`src/sv/tbdc_pkg.sv`:
```
// shared constants and types for the token bucket daily cap limiter
`timescale 1ns / 1ps

package tbdc_pkg;

    // default width of the time marks
    localparam int TIME_BITS_DEF = 32;

    // length of the daily window in seconds
    localparam int DAY_SECONDS = 24 * 3600;

    // payload and register widths
    localparam int NOW_W    = 32;
    localparam int TOKEN_W  = 16;
    localparam int PERIOD_W = 17;
    localparam int COUNT_W  = 16;
    localparam int REFUSE_W = 32;
    localparam int CFG_W    = 17;
    localparam int CFG_IDX_W = 2;

    // reset values of the configuration registers
    localparam logic [TOKEN_W-1:0]  BURST_RST  = TOKEN_W'(5);
    localparam logic [PERIOD_W-1:0] PERIOD_RST = PERIOD_W'(60);
    localparam logic [COUNT_W-1:0]  LIMIT_RST  = COUNT_W'(50);

    // configuration register indexes
    typedef enum logic [CFG_IDX_W-1:0] {
        CFG_BURST  = 2'd0,
        CFG_PERIOD = 2'd1,
        CFG_LIMIT  = 2'd2
    } cfg_index_t;

    // transaction kinds
    typedef enum logic {
        KIND_REQUEST = 1'b0,
        KIND_CLEAR   = 1'b1
    } kind_t;

    // sequencer states
    typedef enum logic [2:0] {
        ST_IDLE,
        ST_PREP,
        ST_DIVIDE,
        ST_REFILL,
        ST_DECIDE
    } state_t;

endpackage

```
`src/sv/token_bucket_daily_cap_limiter.sv`:
```
// token bucket limiter with a rolling daily cap and a bit-serial refill modulo
// sequence: a clear goes from acceptance to the decide state, a request without refill
//   through prep and decide, a request that refills through prep, divide, refill and decide
//   (restoring remainder, one quotient bit per cycle over the elapsed time); a stalled result
//   holds the decide state until the output register is free
// input: the next transaction is taken once the sequencer is back in idle, while the previous
//   result may still sit in the output register
// reset: asynchronous active-low; registers return to burst 5, period 60, limit 50,
//   the bucket holds 5 tokens, both time marks unset, the daily and refusal counts zero
`timescale 1ns / 1ps

module token_bucket_daily_cap_limiter
    import tbdc_pkg::*;
#(
    parameter int TIME_BITS = TIME_BITS_DEF
)
(
    input  logic                 clk,
    input  logic                 rst_n,

    // configuration write port
    input  logic                 cfg_we,
    input  logic [CFG_IDX_W-1:0] cfg_index,
    input  logic [CFG_W-1:0]     cfg_data,

    // input channel
    input  logic                 in_valid,
    output logic                 in_stall,
    input  logic                 kind,
    input  logic [NOW_W-1:0]     now,

    // output channel
    output logic                 out_valid,
    input  logic                 out_stall,
    output logic                 granted,
    output logic [TOKEN_W-1:0]   tokens_left,
    output logic [COUNT_W-1:0]   granted_today,
    output logic [REFUSE_W-1:0]  refusal_count
);

    localparam int CNT_W = $clog2(TIME_BITS);
    localparam logic [TIME_BITS-1:0] DAY_T = TIME_BITS'(DAY_SECONDS);

    // configuration registers
    logic [TOKEN_W-1:0]   burst_reg;
    logic [PERIOD_W-1:0]  period_reg;
    logic [COUNT_W-1:0]   limit_reg;

    // limiter state
    logic [TOKEN_W-1:0]   token_reg,        token_next;
    logic [TIME_BITS-1:0] refill_mark_reg,  refill_mark_next;
    logic [TIME_BITS-1:0] window_start_reg, window_start_next;
    logic [COUNT_W-1:0]   day_reg,          day_next;
    logic [REFUSE_W-1:0]  refused_reg,      refused_next;

    // captured transaction
    logic                 kind_reg;
    logic [TIME_BITS-1:0] t_reg;

    // serial remainder unit
    logic [TIME_BITS-1:0] gap_reg,  gap_next;
    logic [PERIOD_W-1:0]  rem_reg,  rem_next;
    logic [CNT_W-1:0]     cnt_reg,  cnt_next;

    // sequencer
    state_t               state_reg, state_next;

    // output register
    logic                 out_valid_reg,  out_valid_next;
    logic                 granted_reg,    granted_next;
    logic [TOKEN_W-1:0]   tokens_out_reg, tokens_out_next;
    logic [COUNT_W-1:0]   today_out_reg,  today_out_next;
    logic [REFUSE_W-1:0]  refuse_out_reg, refuse_out_next;

    // handshake terms
    logic                 in_take;
    logic                 out_free;

    // request preparation terms
    logic [TIME_BITS-1:0] rm_eff;
    logic [TIME_BITS-1:0] ws_eff;
    logic [TIME_BITS-1:0] rm_diff;
    logic [TIME_BITS-1:0] ws_diff;
    logic [TIME_BITS-1:0] period_ext;
    logic                 roll;
    logic                 refill_due;

    // remainder step terms
    logic [PERIOD_W:0]    trial;
    logic [PERIOD_W:0]    trial_sub;

    // admission decision
    logic                 admit_ok;

    assign in_take  = in_valid && !in_stall;
    assign out_free = !(out_valid_reg && out_stall);

    // configuration writes, unknown indexes ignored
    always_ff @(posedge clk or negedge rst_n)
    begin
        if (!rst_n)
        begin
            burst_reg  <= BURST_RST;
            period_reg <= PERIOD_RST;
            limit_reg  <= LIMIT_RST;
        end
        else if (cfg_we)
        begin
            case (cfg_index)
                CFG_BURST:  burst_reg  <= cfg_data[TOKEN_W-1:0];
                CFG_PERIOD: period_reg <= cfg_data[PERIOD_W-1:0];
                CFG_LIMIT:  limit_reg  <= cfg_data[COUNT_W-1:0];
                default:    ;
            endcase
        end
    end

    // time marks seeded from the request time when unset
    assign rm_eff     = (refill_mark_reg == '0) ? t_reg : refill_mark_reg;
    assign ws_eff     = (window_start_reg == '0) ? t_reg : window_start_reg;
    assign rm_diff    = t_reg - rm_eff;
    assign ws_diff    = t_reg - ws_eff;
    assign period_ext = TIME_BITS'(period_reg);

    // backwards time never rolls or refills
    assign roll       = (t_reg >= ws_eff) && (ws_diff >= DAY_T);
    assign refill_due = (period_reg != '0) && (t_reg >= rm_eff) && (rm_diff >= period_ext);

    // one restoring remainder step, msb of the gap first
    assign trial     = {rem_reg, gap_reg[TIME_BITS-1]};
    assign trial_sub = trial - {1'b0, period_reg};

    assign admit_ok = (day_reg < limit_reg) && (token_reg != '0);

    // next state
    always_comb
    begin
        state_next = state_reg;
        case (state_reg)
            ST_IDLE:
            begin
                if (in_take)
                    state_next = (kind == KIND_CLEAR) ? ST_DECIDE : ST_PREP;
            end
            ST_PREP:
            begin
                state_next = refill_due ? ST_DIVIDE : ST_DECIDE;
            end
            ST_DIVIDE:
            begin
                if (cnt_reg == '0)
                    state_next = ST_REFILL;
            end
            ST_REFILL:
            begin
                state_next = ST_DECIDE;
            end
            ST_DECIDE:
            begin
                if (out_free)
                    state_next = ST_IDLE;
            end
            default:
            begin
                state_next = ST_IDLE;
            end
        endcase
    end

    // handshake outputs of the sequencer
    always_comb
    begin
        case (state_reg)
            ST_IDLE: in_stall = 1'b0;
            default: in_stall = 1'b1;
        endcase
    end

    // datapath next values
    always_comb
    begin
        token_next        = token_reg;
        refill_mark_next  = refill_mark_reg;
        window_start_next = window_start_reg;
        day_next          = day_reg;
        refused_next      = refused_reg;
        gap_next          = gap_reg;
        rem_next          = rem_reg;
        cnt_next          = cnt_reg;
        out_valid_next    = out_valid_reg && out_stall;
        granted_next      = granted_reg;
        tokens_out_next   = tokens_out_reg;
        today_out_next    = today_out_reg;
        refuse_out_next   = refuse_out_reg;

        case (state_reg)
            ST_PREP:
            begin
                // seed marks, roll the daily window, launch the remainder
                refill_mark_next  = rm_eff;
                window_start_next = roll ? t_reg : ws_eff;
                if (roll)
                    day_next = '0;
                gap_next = rm_diff;
                rem_next = '0;
                cnt_next = CNT_W'(TIME_BITS - 1);
            end
            ST_DIVIDE:
            begin
                rem_next = trial_sub[PERIOD_W] ? trial[PERIOD_W-1:0]
                                               : trial_sub[PERIOD_W-1:0];
                gap_next = {gap_reg[TIME_BITS-2:0], 1'b0};
                cnt_next = cnt_reg - CNT_W'(1);
            end
            ST_REFILL:
            begin
                // advance the mark by whole periods and fill the bucket
                refill_mark_next = t_reg - TIME_BITS'(rem_reg);
                token_next       = burst_reg;
            end
            ST_DECIDE:
            begin
                if (out_free)
                begin
                    out_valid_next = 1'b1;
                    if (kind_reg == KIND_CLEAR)
                    begin
                        token_next        = burst_reg;
                        refill_mark_next  = '0;
                        window_start_next = '0;
                        day_next          = '0;
                        refused_next      = '0;
                        granted_next      = 1'b0;
                        tokens_out_next   = burst_reg;
                        today_out_next    = '0;
                        refuse_out_next   = '0;
                    end
                    else if (admit_ok)
                    begin
                        token_next      = token_reg - TOKEN_W'(1);
                        day_next        = day_reg + COUNT_W'(1);
                        granted_next    = 1'b1;
                        tokens_out_next = token_reg - TOKEN_W'(1);
                        today_out_next  = day_reg + COUNT_W'(1);
                        refuse_out_next = refused_reg;
                    end
                    else
                    begin
                        // saturating refusal count
                        if (refused_reg != '1)
                            refused_next = refused_reg + REFUSE_W'(1);
                        granted_next    = 1'b0;
                        tokens_out_next = token_reg;
                        today_out_next  = day_reg;
                        refuse_out_next = (refused_reg != '1) ?
                                          refused_reg + REFUSE_W'(1) : refused_reg;
                    end
                end
            end
            default:
            begin
            end
        endcase
    end

    // control and limiter state registers
    always_ff @(posedge clk or negedge rst_n)
    begin
        if (!rst_n)
        begin
            state_reg        <= ST_IDLE;
            out_valid_reg    <= 1'b0;
            token_reg        <= BURST_RST;
            refill_mark_reg  <= '0;
            window_start_reg <= '0;
            day_reg          <= '0;
            refused_reg      <= '0;
        end
        else
        begin
            state_reg        <= state_next;
            out_valid_reg    <= out_valid_next;
            token_reg        <= token_next;
            refill_mark_reg  <= refill_mark_next;
            window_start_reg <= window_start_next;
            day_reg          <= day_next;
            refused_reg      <= refused_next;
        end
    end

    // payload registers
    always_ff @(posedge clk)
    begin
        if (in_take)
        begin
            kind_reg <= kind;
            t_reg    <= TIME_BITS'(now);
        end
        gap_reg        <= gap_next;
        rem_reg        <= rem_next;
        cnt_reg        <= cnt_next;
        granted_reg    <= granted_next;
        tokens_out_reg <= tokens_out_next;
        today_out_reg  <= today_out_next;
        refuse_out_reg <= refuse_out_next;
    end

    assign out_valid     = out_valid_reg;
    assign granted       = granted_reg;
    assign tokens_left   = tokens_out_reg;
    assign granted_today = today_out_reg;
    assign refusal_count = refuse_out_reg;

endmodule

```
`config.mk`:
```
export PLATFORM = sky130hd
export DESIGN_NAME = token_bucket_daily_cap_limiter
export DESIGN_NICKNAME = d
export VERILOG_FILES = /design/src/sv/tbdc_pkg.sv /design/src/sv/token_bucket_daily_cap_limiter.sv
export SDC_FILE = /design/constraint.sdc
export NUM_CORES = 1
export LEC_CHECK = 0
export BUFFER_PORTS_ARGS = -buffer_cell sky130_fd_sc_hd__buf_4
export CAP_MARGIN = 0
export CORE_UTILIZATION = 45
export CTS_BUF_LIST = sky130_fd_sc_hd__clkbuf_16
export DETAILED_ROUTE_END_ITERATION = 12
export HOLD_SLACK_MARGIN = 0.03
export PLACE_DENSITY = 0.69
export RECOVER_POWER = 50
export SKIP_LAST_GASP = 1
export SYNTH_ARGS = -nofsm -noshare
export SYNTH_HDL_FRONTEND = slang
export SYNTH_SLANG_ARGS = --single-unit
```
`constraint.sdc`:
```
create_clock -name clk -period 7.01 [get_ports clk]
set_input_delay 1.0515 -clock clk [delete_from_list [all_inputs] [get_ports clk]]
set_output_delay 1.0515 -clock clk [all_outputs]
set_load 0.02 [all_outputs]
```
==> out/qor.yml <==
drt:
  dr.pass1.iters: 6
  wl_per_cell_um: 18.3
  totalWireLength_mm: 53.8
  postRouteAntennaNets: 0
  via_per_inst: 5.85
  route.detailed.drc: 0
  drt_iter0_drc: 1489
  vias: 17191
timing:
  timing_hold_violations_final: 0
  skew_ps: 19.1
  max_freq_ghz: 0.165
  post-route-min-period_ps: 6050
  tns_ps: 0
  final-setup-viol-count: 0
  slew_violations: 341
  max-slew-margin-rel: -0.579
  period_share: 0.863
  rsz0062_at_grt: "no"
  worst_pin_slew_ps: 2370
clock_network:
  cts-root-buf: "clkbuf_16"
  hold_buffers: 0
  post_cts_buffers: 0
  cts.sink_count: 333
  cts_made_buffers: 39
  cts-resized-gates: 0
  insertion_delay_ps: 560
  cts-htree-levels: 2
  cts_tree: "done"
  clkTransAtPathRegs_ps: 60
  clockBufferDepth: 3
outcome:
  run_status: "complete, but fails checks"
  violations: "max-capacitance violations, max-slew violations"
setup_path:
  cpMostUsedCell: "nand4_1"
  critPathSlowestCell: "a311o_1"
  arrival_ps: 6530
  max_stage_delay_ps: 730
  cp_cell_sequence: "nor4_1, nand4_1, nor2_2, buf_4, a21oi_1, ha_1, nand4_1, a21oi_2, nor4b_4, o31ai_2, a311oi_2, o21ai_1, o221ai_1, or4_1, a2111o_1, o31ai_4, a311o_1, a22o_1"
  worstSetupPathType: "register to register"
  worstSetupEndpointType: "register"
  critPathLaunchType: "register"
  crit_fanout: 19
  required_ps: 7490
floorplanning:
  rows: 78
  die_area_sq_um: 47500
  fp.dieH_um: 218
  fp.dieW_um: 218
  core_sq_um: 45700
  initial_utilization: 0.460
  io-pin-count: 124
global_routing:
  grt_pass1_wl_mm: 86.0
  antenna_found_initial: 0
  overflow: 0
  grt_util_all_layers: 0.225
  grt_start_max_net_pins: 111
  grt_pass1_vias: 16298
placed_design:
  dp_hpwl_mm: 39.5
  portBuffers: 123
  gp_congestion: 0.952
logic_synthesis:
  synth_largest_area_cell: "edfxtp_1"
  netlist_area_sq_um: 21000
  seq_area_frac_synth: 0.434
  synth_nets: 2400
  ys_ff_latch: 333
  ys.warnings.count: 0
  async_reset_ff_frac: 0.544
  syn_area_per_cell_sq_um: 9.50
  synth_top_area_frac: 0.217
  synth_edf_count: 152
  synthCells: 2211
  ys.flop_type: "dfrtp_1"
  ys_types: 83
  yosys-top-cells-area: "edfxtp_1, dfrtp_1, ha_1"
cells_and_area:
  final_nets: 2497
  area_growth_pct: 12.3
  drive_gt1_frac: 0.105
  post-route-util: 0.516
  antenna_cells: 0
flow_run:
  max-cap-violations: 7
power_and_ir_drop:
  leakagePower_uw: 0.00960
  ir_worst_vdd_v: 0.000257
  power_density_nw_per_um2: 434
min_path:
  hp-class: "register to register"
[per-stage QoR]
stage	cell area, sq um	instances	power (uW)	hold WS (ps)	setup WS, ps
global route	23600	2938	11000	513	612
global placement	22500	2867	8060	489	1280
floorplan	21000	2211	6810	472	1530
CTS	23800	2938	10300	404	1010
detailed placement	22500	2867	8190	495	1070
finish	23600	2938	10200	505	962
[cell usage in the layout (no fill, tap or decap), types with 16 or more instances in the layout]
| cell | count |
|---|---|
| mux2i_1 | 30 |
| nor4_1 | 30 |
| nand2_1 | 245 |
| a22o_1 | 52 |
| nor2_1 | 177 |
| nand4_1 | 22 |
| mux2_2 | 52 |
| edfxtp_1 | 152 |
| or3_1 | 22 |
| nand3_1 | 61 |
| clkbuf_16 | 39 |
| a31oi_1 | 19 |
| a21o_1 | 49 |
| nand2b_1 | 21 |
| xor2_1 | 43 |
| inv_1 | 102 |
| nor3_1 | 38 |
| ha_1 | 130 |
| clkbuf_4 | 32 |
| nor2b_1 | 20 |
| buf_4 | 53 |
| o22ai_1 | 16 |
| clkbuf_1 | 61 |
| o221ai_1 | 20 |
| and3_1 | 25 |
| dfrtp_1 | 170 |
| a21oi_1 | 189 |
| o31ai_1 | 26 |
| o21ai_0 | 125 |
| xnor2_1 | 83 |
[critical path, delay by kind of cell, from the launching register on]
kind | cells | cell delay [ps]
AO/OA/AOI/OAI | 10 | 3180
adder cells (fa/ha/maj) | 1 | 310
buffers and inverters | 1 | 270
flip-flops | 1 | 400
AND/OR/NAND/NOR | 6 | 1780
[layer usage]
metal | up-vias | track usage | wire, um
li1 | 8307 | - | -
met1 | 8254 | 0.312 | 24600
met2 | 539 | 0.365 | 24900
met3 | 91 | 0.0275 | 3010
met4 | 0 | 0.0709 | 1340
met5 | - | 0 | 0
[cells in the mapped netlist (13+ instances only)]
master / number
nand2_1: 245
a21oi_1: 190
nor2_1: 179
dfrtp_1: 170
edfxtp_1: 152
ha_1: 130
o21ai_0: 125
inv_1: 99
xnor2_1: 84
clkbuf_1: 80
nand3_1: 62
mux2_2: 53
a22o_1: 52
a21o_1: 49
xor2_1: 43
nor3_1: 38
mux2i_1: 30
nor4_1: 30
o31ai_1: 26
and3_1: 25
nand4_1: 22
or3_1: 22
nand2b_1: 21
nor2b_1: 20
o221ai_1: 20
a31oi_1: 19
o22ai_1: 16
o21bai_1: 15
a211oi_1: 13
o21a_1: 13
or2_2: 13
[worst paths after layout]
check	start	to	slack, ps	cells after the start
setup / recovery	window_start_reg[25]$_DFFE_PN0P_	window_start_reg[9]$_DFFE_PN0P_	960	18
setup reg to reg	window_start_reg[25]$_DFFE_PN0P_	window_start_reg[9]$_DFFE_PN0P_	960	18
hold reg to reg	gap_reg[11]$_DFFE_PP_	gap_reg[12]$_DFFE_PP_	500	2
min in group asynchronous	rst_n	day_reg[6]$_DFFE_PN0P_	1190	1
hold / removal	gap_reg[11]$_DFFE_PP_	gap_reg[12]$_DFFE_PP_	500	2
max in group asynchronous	rst_n	refill_mark_reg[13]$_DFFE_PN0P_	2870	2
[final cells by class]
cell class | instances | area, sq um
clock buffer | 39 | 976
clock inverter | 32 | 313
fill | 4189 | 22100
inverter | 99 | 373
multi-input combinational | 1687 | 11200
sequential | 333 | 9110
tap | 600 | 751
timing repair buffer | 148 | 877
[kinds of logic after synthesis]
kind of cell	after synthesis	share of synthesized area
simple gates	729	0.166
mux	83	0.0427
buf+inv	191	0.0351
fa+ha+maj	135	0.0808
flops	333	0.434
compound gates	613	0.188
xor+xnor	127	0.0530
[power by group]
part           internal (uW)  switching [uW]
sequential              2760             451
clock                   1210             841
combinational           1910            3060
total                   5880            4350
(Power assumes the default switching activity.)
